### config.mk
export PLATFORM = sky130hd
export DESIGN_NAME = can_id_receiver_match_table_unit
export DESIGN_NICKNAME = d
export VERILOG_FILES = /design/src/sv/cirmt_pkg.sv /design/src/sv/can_id_receiver_match_table_unit.sv /design/src/sv/cirmt_ctrl.sv /design/src/sv/cirmt_dp.sv
export VERILOG_INCLUDE_DIRS = /design/src /design/src/sv
export SDC_FILE = /design/constraint.sdc
export NUM_CORES = 1
export LEC_CHECK = 0
export BUFFER_PORTS_ARGS = -buffer_cell sky130_fd_sc_hd__buf_4
export CELL_PAD_IN_SITES_DETAIL_PLACEMENT = 0
export CELL_PAD_IN_SITES_GLOBAL_PLACEMENT = 2
export CORE_UTILIZATION = 49
export CTS_CLUSTER_DIAMETER = 30
export DETAILED_ROUTE_END_ITERATION = 8
export GPL_TIMING_DRIVEN = 1
export PLACE_DENSITY_LB_ADDON = 0.12
export SLEW_MARGIN = 15
export SYNTH_ARGS = -nofsm -noshare
export SYNTH_HDL_FRONTEND = slang
export SYNTH_HIERARCHICAL = 1
export SYNTH_SLANG_ARGS = --single-unit
### constraint.sdc
create_clock -name clk -period 5 [get_ports clk]
set_clock_uncertainty 0.05 [all_clocks]
set_input_delay 0 -clock clk [delete_from_list [all_inputs] [get_ports clk]]
set_output_delay 0 -clock clk [all_outputs]
set_load 0.01 [all_outputs]
### src/sv/can_id_receiver_match_table_unit_defines.svh
// Assertion macros for the CAN receive filter table.
`ifndef CAN_ID_RECEIVER_MATCH_TABLE_UNIT_DEFINES_SVH
`define CAN_ID_RECEIVER_MATCH_TABLE_UNIT_DEFINES_SVH

// Same-cycle implication, sampled on clk, off during reset.
`define CIRMT_ASSERT_SAME(lbl, ante, cons, msg) \
    lbl: assert property (@(posedge clk) disable iff (!rst_n) (ante) |-> (cons)) \
        else $error(msg);

// Next-cycle implication, sampled on clk, off during reset.
`define CIRMT_ASSERT_NEXT(lbl, ante, cons, msg) \
    lbl: assert property (@(posedge clk) disable iff (!rst_n) (ante) |=> (cons)) \
        else $error(msg);

`endif

### src/sv/cirmt_pkg.sv
// Shared types and constants of the CAN receive filter table.
package cirmt_pkg;

    localparam int MAX_ENTRIES_DEF = 16;

    localparam int ID_W     = 29;
    localparam int HANDLE_W = 16;
    localparam int REQ_W    = 2;
    localparam int STATUS_W = 2;

    localparam logic [REQ_W-1:0] REQ_REGISTER   = 2'd0;
    localparam logic [REQ_W-1:0] REQ_UNREGISTER = 2'd1;
    localparam logic [REQ_W-1:0] REQ_LOOKUP     = 2'd2;

    localparam logic [STATUS_W-1:0] STATUS_OK        = 2'd0;
    localparam logic [STATUS_W-1:0] STATUS_FULL      = 2'd1;
    localparam logic [STATUS_W-1:0] STATUS_NOT_FOUND = 2'd2;

    typedef struct packed {
        logic [HANDLE_W-1:0] handle;
        logic                ext;
        logic [ID_W-1:0]     ident;
    } entry_t;

    typedef enum logic [2:0] {
        PUSH_REG_OK,
        PUSH_FULL,
        PUSH_UNREG_OK,
        PUSH_MISS,
        PUSH_MORE,
        PUSH_FINAL
    } push_sel_t;

    typedef enum logic [2:0] {
        ST_IDLE,
        ST_REG,
        ST_UNREG_SCAN,
        ST_UNREG_RD,
        ST_UNREG_WR,
        ST_UNREG_MISS,
        ST_LOOK_SCAN,
        ST_LOOK_END
    } state_t;

    typedef struct packed {
        logic      accept;
        logic      scan_en;
        logic      push;
        push_sel_t push_sel;
        logic      hold_hit;
        logic      mark_hit;
        logic      tail_rd;
        logic      reg_wr;
        logic      move_wr;
    } cmd_t;

    typedef struct packed {
        logic out_free;
        logic s1_hit;
        logic scan_done;
        logic full;
        logic held_valid;
    } sts_t;

endpackage

### src/sv/can_id_receiver_match_table_unit.sv
// Top level of the CAN receive filter table.
//
// Input stream: one transaction per request. tuser carries the request kind
// (register, unregister, lookup; the fourth code is dropped without a result).
// tdata carries the identifier, the extended flag and the handle to remove.
// Output stream: register and unregister give one transaction; a lookup
// gives one per matching filter in table order, tlast on the final one, or
// a single transaction with found clear. tuser holds status and the found flag.
// Unregister and lookup scan the N filters held in the entry memory one entry
// per cycle, a lookup's scan pausing while the output register is stalled.
// One request is in work at a time; the next is taken once the last result
// has moved into the output register, which frees the input side.
// A stalled receiver holds the output register; a lookup with a further
// match then pauses its scan until the transaction completes.
// Reset empties the table and restarts handles at zero; no clearing pass.
module can_id_receiver_match_table_unit
    import cirmt_pkg::*;
#(
    parameter int MAX_ENTRIES = MAX_ENTRIES_DEF
)
(
    input  logic        clk,
    input  logic        rst_n,
    input  logic        s_axis_tvalid,
    output logic        s_axis_tready,
    input  logic [47:0] s_axis_tdata,  // msg_id[28:0], extended[29], handle[45:30], zero pad
    input  logic [1:0]  s_axis_tuser,  // req_type[1:0]
    output logic        m_axis_tvalid,
    input  logic        m_axis_tready,
    output logic [15:0] m_axis_tdata,  // match_handle[15:0]
    output logic [2:0]  m_axis_tuser,  // status[1:0], found[2]
    output logic        m_axis_tlast
);

`include "can_id_receiver_match_table_unit_defines.svh"

    cmd_t                cmd;
    sts_t                sts;
    logic [STATUS_W-1:0] out_status;
    logic                out_found;

    cirmt_ctrl u_ctrl (
        .clk      (clk),
        .rst_n    (rst_n),
        .in_valid (s_axis_tvalid),
        .in_req   (s_axis_tuser),
        .in_ready (s_axis_tready),
        .sts      (sts),
        .cmd      (cmd)
    );

    cirmt_dp #(
        .MAX_ENTRIES (MAX_ENTRIES)
    ) u_dp (
        .clk        (clk),
        .rst_n      (rst_n),
        .in_req     (s_axis_tuser),
        .in_id      (s_axis_tdata[28:0]),
        .in_ext     (s_axis_tdata[29]),
        .in_handle  (s_axis_tdata[45:30]),
        .cmd        (cmd),
        .sts        (sts),
        .out_valid  (m_axis_tvalid),
        .out_ready  (m_axis_tready),
        .out_status (out_status),
        .out_handle (m_axis_tdata),
        .out_found  (out_found),
        .out_last   (m_axis_tlast)
    );

    assign m_axis_tuser = {out_found, out_status};

    `CIRMT_ASSERT_SAME(a_push_free, cmd.push, sts.out_free, "result pushed into busy output")
    `CIRMT_ASSERT_SAME(a_reg_room, cmd.reg_wr, !sts.full, "filter written into full table")
    `CIRMT_ASSERT_SAME(a_hold_hit, cmd.hold_hit, sts.s1_hit, "match held without a hit")
    `CIRMT_ASSERT_NEXT(a_push_shown, cmd.push, m_axis_tvalid, "pushed result not presented")

endmodule

### src/sv/cirmt_ctrl.sv
// Controller state machine of the CAN receive filter table.
module cirmt_ctrl
    import cirmt_pkg::*;
(
    input  logic             clk,
    input  logic             rst_n,
    input  logic             in_valid,
    input  logic [REQ_W-1:0] in_req,
    output logic             in_ready,
    input  sts_t             sts,
    output cmd_t             cmd
);

    state_t state_reg;
    state_t state_next;
    logic   in_fire;

    assign in_ready = (state_reg == ST_IDLE);
    assign in_fire  = in_valid && in_ready;

    always_ff @(posedge clk or negedge rst_n)
    begin
        if (!rst_n)
        begin
            state_reg <= ST_IDLE;
        end
        else
        begin
            state_reg <= state_next;
        end
    end

    always_comb
    begin
        state_next = state_reg;
        unique case (state_reg)
            ST_IDLE:
            begin
                if (in_fire)
                begin
                    unique case (in_req)
                        REQ_REGISTER:   state_next = ST_REG;
                        REQ_UNREGISTER: state_next = ST_UNREG_SCAN;
                        REQ_LOOKUP:     state_next = ST_LOOK_SCAN;
                        default:        state_next = ST_IDLE;
                    endcase
                end
            end
            ST_REG:
            begin
                if (sts.out_free)
                begin
                    state_next = ST_IDLE;
                end
            end
            ST_UNREG_SCAN:
            begin
                priority if (sts.s1_hit)
                begin
                    state_next = ST_UNREG_RD;
                end
                else if (sts.scan_done)
                begin
                    state_next = ST_UNREG_MISS;
                end
                else
                begin
                    state_next = ST_UNREG_SCAN;
                end
            end
            ST_UNREG_RD:
            begin
                state_next = ST_UNREG_WR;
            end
            ST_UNREG_WR, ST_UNREG_MISS, ST_LOOK_END:
            begin
                if (sts.out_free)
                begin
                    state_next = ST_IDLE;
                end
            end
            ST_LOOK_SCAN:
            begin
                if (!sts.s1_hit && sts.scan_done)
                begin
                    state_next = ST_LOOK_END;
                end
            end
            default:
            begin
                state_next = ST_IDLE;
            end
        endcase
    end

    always_comb
    begin
        cmd = '0;
        unique case (state_reg)
            ST_IDLE:
            begin
                cmd.accept = in_fire;
            end
            ST_REG:
            begin
                if (sts.out_free)
                begin
                    cmd.push     = 1'b1;
                    cmd.push_sel = sts.full ? PUSH_FULL : PUSH_REG_OK;
                    cmd.reg_wr   = !sts.full;
                end
            end
            ST_UNREG_SCAN:
            begin
                priority if (sts.s1_hit)
                begin
                    cmd.mark_hit = 1'b1;
                end
                else
                begin
                    cmd.scan_en = !sts.scan_done;
                end
            end
            ST_UNREG_RD:
            begin
                cmd.tail_rd = 1'b1;
            end
            ST_UNREG_WR:
            begin
                if (sts.out_free)
                begin
                    cmd.push     = 1'b1;
                    cmd.push_sel = PUSH_UNREG_OK;
                    cmd.move_wr  = 1'b1;
                end
            end
            ST_UNREG_MISS:
            begin
                if (sts.out_free)
                begin
                    cmd.push     = 1'b1;
                    cmd.push_sel = PUSH_MISS;
                end
            end
            ST_LOOK_SCAN:
            begin
                priority if (sts.s1_hit && sts.held_valid)
                begin
                    // previous match is not the final one; stall if output busy
                    if (sts.out_free)
                    begin
                        cmd.push     = 1'b1;
                        cmd.push_sel = PUSH_MORE;
                        cmd.hold_hit = 1'b1;
                        cmd.scan_en  = 1'b1;
                    end
                end
                else if (sts.s1_hit)
                begin
                    cmd.hold_hit = 1'b1;
                    cmd.scan_en  = 1'b1;
                end
                else
                begin
                    cmd.scan_en = !sts.scan_done;
                end
            end
            ST_LOOK_END:
            begin
                if (sts.out_free)
                begin
                    cmd.push     = 1'b1;
                    cmd.push_sel = PUSH_FINAL;
                end
            end
            default:
            begin
                cmd = '0;
            end
        endcase
    end

endmodule

### src/sv/cirmt_dp.sv
// Datapath of the CAN receive filter table: entry memory, scan pipe, output register.
module cirmt_dp
    import cirmt_pkg::*;
#(
    parameter int MAX_ENTRIES = MAX_ENTRIES_DEF
)
(
    input  logic                clk,
    input  logic                rst_n,
    input  logic [REQ_W-1:0]    in_req,
    input  logic [ID_W-1:0]     in_id,
    input  logic                in_ext,
    input  logic [HANDLE_W-1:0] in_handle,
    input  cmd_t                cmd,
    output sts_t                sts,
    output logic                out_valid,
    input  logic                out_ready,
    output logic [STATUS_W-1:0] out_status,
    output logic [HANDLE_W-1:0] out_handle,
    output logic                out_found,
    output logic                out_last
);

    localparam int IDX_W = (MAX_ENTRIES > 1) ? $clog2(MAX_ENTRIES) : 1;
    localparam int CNT_W = $clog2(MAX_ENTRIES + 1);

    entry_t entry_mem [MAX_ENTRIES];
    entry_t rd_data_reg;

    logic [REQ_W-1:0]    req_reg;
    logic [ID_W-1:0]     id_reg;
    logic                ext_reg;
    logic [HANDLE_W-1:0] hnd_reg;

    logic [CNT_W-1:0]    count_reg;
    logic [HANDLE_W-1:0] next_handle_reg;
    logic [CNT_W-1:0]    ptr_reg;
    logic                s1_valid_reg;
    logic [IDX_W-1:0]    s1_idx_reg;
    logic [IDX_W-1:0]    hit_idx_reg;
    logic                held_valid_reg;
    logic [HANDLE_W-1:0] held_handle_reg;

    logic                out_valid_reg;
    logic [STATUS_W-1:0] out_status_reg;
    logic [HANDLE_W-1:0] out_handle_reg;
    logic                out_found_reg;
    logic                out_last_reg;

    logic                ptr_lt;
    logic [CNT_W-1:0]    tail_cnt;
    logic                rd_en;
    logic [IDX_W-1:0]    rd_addr;
    logic                wr_en;
    logic [IDX_W-1:0]    wr_addr;
    entry_t              wr_data;
    logic                look_hit;
    logic                unreg_hit;
    logic [STATUS_W-1:0] push_status;
    logic [HANDLE_W-1:0] push_handle;
    logic                push_found;
    logic                push_last;

    assign ptr_lt   = ptr_reg < count_reg;
    assign tail_cnt = count_reg - CNT_W'(1);
    assign rd_en    = (cmd.scan_en && ptr_lt) || cmd.tail_rd;
    assign rd_addr  = cmd.tail_rd ? tail_cnt[IDX_W-1:0] : ptr_reg[IDX_W-1:0];

    assign wr_en   = cmd.reg_wr || cmd.move_wr;
    assign wr_addr = cmd.move_wr ? hit_idx_reg : count_reg[IDX_W-1:0];
    always_comb
    begin
        wr_data.handle = next_handle_reg;
        wr_data.ext    = ext_reg;
        wr_data.ident  = id_reg;
        if (cmd.move_wr)
        begin
            wr_data = rd_data_reg;
        end
    end

    always_ff @(posedge clk)
    begin
        if (wr_en)
        begin
            entry_mem[wr_addr] <= wr_data;
        end
        if (rd_en)
        begin
            rd_data_reg <= entry_mem[rd_addr];
        end
    end

    assign look_hit  = (rd_data_reg.ext == ext_reg) && (rd_data_reg.ident == id_reg);
    assign unreg_hit = (rd_data_reg.handle == hnd_reg);

    assign sts.out_free   = !out_valid_reg || out_ready;
    assign sts.s1_hit     = s1_valid_reg && ((req_reg == REQ_LOOKUP) ? look_hit : unreg_hit);
    assign sts.scan_done  = !ptr_lt && !s1_valid_reg;
    assign sts.full       = count_reg >= CNT_W'(MAX_ENTRIES);
    assign sts.held_valid = held_valid_reg;

    always_ff @(posedge clk)
    begin
        if (cmd.accept)
        begin
            req_reg <= in_req;
            id_reg  <= in_id;
            ext_reg <= in_ext;
            hnd_reg <= in_handle;
        end
        if (cmd.scan_en)
        begin
            s1_idx_reg <= ptr_reg[IDX_W-1:0];
        end
        if (cmd.mark_hit)
        begin
            hit_idx_reg <= s1_idx_reg;
        end
        if (cmd.hold_hit)
        begin
            held_handle_reg <= rd_data_reg.handle;
        end
    end

    always_ff @(posedge clk or negedge rst_n)
    begin
        if (!rst_n)
        begin
            count_reg       <= '0;
            next_handle_reg <= '0;
            ptr_reg         <= '0;
            s1_valid_reg    <= 1'b0;
            held_valid_reg  <= 1'b0;
        end
        else
        begin
            if (cmd.reg_wr)
            begin
                count_reg       <= count_reg + CNT_W'(1);
                next_handle_reg <= next_handle_reg + HANDLE_W'(1);
            end
            else if (cmd.move_wr)
            begin
                count_reg <= tail_cnt;
            end

            if (cmd.accept)
            begin
                ptr_reg        <= '0;
                s1_valid_reg   <= 1'b0;
                held_valid_reg <= 1'b0;
            end
            else
            begin
                if (cmd.scan_en)
                begin
                    s1_valid_reg <= ptr_lt;
                    if (ptr_lt)
                    begin
                        ptr_reg <= ptr_reg + CNT_W'(1);
                    end
                end
                else if (cmd.mark_hit)
                begin
                    s1_valid_reg <= 1'b0;
                end
                if (cmd.hold_hit)
                begin
                    held_valid_reg <= 1'b1;
                end
            end
        end
    end

    always_comb
    begin
        push_status = STATUS_OK;
        push_handle = '0;
        push_found  = 1'b0;
        push_last   = 1'b1;
        unique case (cmd.push_sel)
            PUSH_REG_OK:
            begin
                push_handle = next_handle_reg;
            end
            PUSH_FULL:
            begin
                push_status = STATUS_FULL;
            end
            PUSH_UNREG_OK:
            begin
                push_status = STATUS_OK;
            end
            PUSH_MISS:
            begin
                push_status = STATUS_NOT_FOUND;
            end
            PUSH_MORE:
            begin
                push_handle = held_handle_reg;
                push_found  = 1'b1;
                push_last   = 1'b0;
            end
            PUSH_FINAL:
            begin
                if (held_valid_reg)
                begin
                    push_handle = held_handle_reg;
                    push_found  = 1'b1;
                end
            end
            default:
            begin
                push_status = STATUS_OK;
            end
        endcase
    end

    always_ff @(posedge clk or negedge rst_n)
    begin
        if (!rst_n)
        begin
            out_valid_reg <= 1'b0;
        end
        else if (cmd.push)
        begin
            out_valid_reg <= 1'b1;
        end
        else if (out_ready)
        begin
            out_valid_reg <= 1'b0;
        end
    end

    always_ff @(posedge clk)
    begin
        if (cmd.push)
        begin
            out_status_reg <= push_status;
            out_handle_reg <= push_handle;
            out_found_reg  <= push_found;
            out_last_reg   <= push_last;
        end
    end

    assign out_valid  = out_valid_reg;
    assign out_status = out_status_reg;
    assign out_handle = out_handle_reg;
    assign out_found  = out_found_reg;
    assign out_last   = out_last_reg;

endmodule

==> metrics <==
top post-synthesis cells by area edfxtp_1 72%, mux2_2 7.1%, mux4_2 5.7%; Core Util, Final approximately 62%; distinct cell type count after synthesis 68; Std-Cell Rows 99; CP endpoint kind register; DR DRC count 21; placed inst area around 0.038 mm²; Post-DP HPWL ~42 mm; kind of critical path register to register; Psw between 8000 and 9000 µW; adder-cell share of the synthesized area 0.346%; Iter 0 DRT Violations about 1,400; Hold Path Class primary input to register; RSZ-0062 raised after global routing no; I/O Buffers 73; CP arrival about 4.2 ns; CP peak stage delay a little over 0.6 ns; sw frac 29.1%; flops & latches, synth 906; clock slew at reported path FFs 0.05 ns; layout cells sized above 1 roughly two fifths; sequential area share after synthesis 74.7%; Compound-Gate Fraction of Synth Area under 10%; Max Freq roughly 260 MHz; routability cong. between 0.7 and 0.8; MaxCap Viol Count 0; clock root buffer clkbuf_16; CP bufs+invs 5; total CTS buffers approximately 180; Post-synth EDFFs 874; Ports 76; Core Area approximately 0.073 mm²; Post-Synth XOR/XNOR Area under 10%; die width around 270 µm; vias in the first global route about 19,000; most common cell after layout, fill and taps aside edfxtp_1; most frequent CP cell buf_4; max FFs per register 736; Main synth FF type edfxtp_1; Power Density between 600 and 700 mW/mm²; Antenna Nets Post-Route 0; Slowest-stage cell, CP nor4_1; Post-Synthesis Cells roughly 1,800; CTS tree done; final instance area about 0.045 mm²; top-area cell type share of the netlist area between 70% and 80%; largest net degree at the start of global routing 97; worst path required time between 5 and 6 ns; non-filler instance count after layout 3,210; most frequent cells in the layout 874 x edfxtp_1, 228 x mux2_2, 178 x clkbuf_16; cell accounting for the most synthesized area edfxtp_1; Startpoint Class register; total power around 29,000 µW; first-pass GRT wire length between 100 and 150 mm; proportion of synthesized area in mux cells roughly an eighth; Setup violations, final 0; Initial Utilization between 40% and 50%; Final Hold Vio Count 0; diodes inserted 0; Max-slew headroom ~29%; fin. max-slew vios 0; Vias/cell 5.73; synthesized net count around 1,900; Cell Area, Synth around 0.036 mm²; Area Growth Syn to Fin 24.9%; Async SR Flop Fraction under 10%; Pint approximately 21,000 µW; wire per inst roughly 26 µm; gr ovfl total 0; Post-CTS Resized 0; Comb pwr share between 20% and 30%; Pre-antenna DRT Iters 7; actual slew at the worst max-slew pin approximately 1.1 ns; violated checks design-rule violations; nets ~2,200; final period utilization between 70% and 80%; total track usage between 20 and 25%; CP max FO 46; sequential power share between 30% and 40%; Static Leak about 0.015 µW; clock tree buffer depth 3; synthesized area per cell 20.0 µm²; setup_tns 0 ns; largest family of logic cells by synthesized area multiplexers; FILL cells a little over 5,000; Worst path top cell family by delay simple AND/OR/NAND/NOR gates; Syn. warnings 6; routed vias 18,400; CTS sink cnt 906; Clock Power Share between 40% and 50%; antenna violations before repair 0; crit path cell chain xor2_1, nor4_1, nand4_1, a21boi_0, buf_4, o211ai_1, a21oi_1, buf_4, inv_1, a211oi_2, buf_4, or2_2, buf_12; worst IR drop on VDD 0.515 mV; Clock Latency Late Sink about 0.73 ns; status complete, but fails checks; Simple-Gate Fraction of Synth Area approximately 1.9%; H-tree depth 4; die span in y 274 µm; Placed Instances 2,793; final wirelength around 83 mm; Final min period roughly 3.9 ns; die area about 0.075 mm²
==> power groups by stage <==
stage / Sequential (µW) / Clock [µW] / Combinational [µW]
5_1_grt: 10100 / 12300 / 7730
4_1_cts: 10000 / 11900 / 7330
6_report: 10000 / 11700 / 7200
3_5_place_dp: 10200 / 0 / 7230
3_3_place_gp: 10200 / 0 / 7160
2_1_floorplan: 10000 / 0 / 5330
==> cells in the mapped netlist (3+ instances only) <==
master	instances
buf_6	11
nor3_1	8
nand2_1	24
a21oi_1	18
a21oi_2	40
dfrtp_1	32
clkbuf_1	27
edfxtp_1	874
a22o_1	16
nand3b_1	3
o22ai_2	20
ha_1	10
nor2b_1	4
nand2b_1	4
o21ai_0	5
nand3_1	9
o22ai_1	28
buf_12	4
o221ai_1	53
a31oi_1	5
xnor2_1	43
a21o_1	3
mux2_2	229
nand4_1	11
o221ai_2	40
nor2_1	38
xor2_1	26
and3_1	8
mux4_2	92
nor4_1	7
buf_4	16
inv_1	18
buf_2	40
nor3b_1	3
==> per-stage QoR <==
stage	hold slack, ns	worst slack (ns)
6_report	0.0404	1.12
5_1_grt	0.0204	0.838
4_1_cts	0.00341	1.04
3_5_place_dp	-0.0673	1.06
3_3_place_gp	-0.0701	1.05
2_1_floorplan	-0.346	0.654
==> cell type report <==
cell class	instances	area [µm²]	share of cell area, %
flip-flops and latches	906	27000	59.8
multi-input cells	785	8650	19.1
clock buffers	197	4550	10.1
repair buffers	223	2230	4.94
clock inverters	121	1460	3.24
well taps	959	1200	2.65
inverters	19	73.8	0.163
==> path summary, 6_finish.rpt <==
kind / from / endpoint / slack (ns) / cells after the start
worst max-delay path: u_dp/id_reg[21]$_DFFE_PP_ / u_dp/rd_data_reg[26]$_DFFE_PP_ / 1.12 / 13
worst min-delay path: s_axis_tdata[3] / u_dp/id_reg[3]$_DFFE_PP_ / 0.04 / 2
worst max register to register: u_dp/id_reg[21]$_DFFE_PP_ / u_dp/rd_data_reg[26]$_DFFE_PP_ / 1.12 / 13
worst min register to register: u_dp/s1_idx_reg[2]$_DFFE_PP_ / u_dp/hit_idx_reg[2]$_DFFE_PP_ / 0.37 / 0
max in group asynchronous: rst_n / u_dp/count_reg[0]$_DFFE_PN0P_ / 4.44 / 4
min in group asynchronous: rst_n / u_dp/next_handle_reg[2]$_DFFE_PN0P_ / 0.26 / 4
==> worst register-to-register path: stages (launching register included) <==
cell and delay, ns:
edfxtp_1 0.40, xor2_1 0.26, nor4_1 0.61, nand4_1 0.41, a21boi_0 0.30, buf_4 0.16
o211ai_1 0.11, a21oi_1 0.20, buf_4 0.18, inv_1 0.05, a211oi_2 0.13, buf_4 0.17
or2_2 0.13, buf_12 0.30
==> kinds of logic after synthesis <==
kind of cell               count (synthesis)
buffers and inverters                    120
AOI/OAI and AO/OA                        247
and+or+nand+nor                          134
DFF                                      906
muxes                                    325
xor gates and xnor gates                  69
adders and majority gates                 10
==> repair_timing <==
| action | in CTS | in global routing |
|---|---|---|
| setup buffers | 0 | 0 |
| hold buffers | 99 | 0 |
| hold endpoints to repair | 84 | 0 |
==> layer usage <==
metal | vias up | share of wire [%] | track usage, %
li1 | 8122 | - | -
met3 | 122 | 5.0 | 4.35
met1 | 9647 | 42 | 30.2
met4 | 0 | 2.0 | 7.29
met2 | 508 | 51 | 38.0
met5 | - | 0 | 0
(Power assumes the default switching activity.)
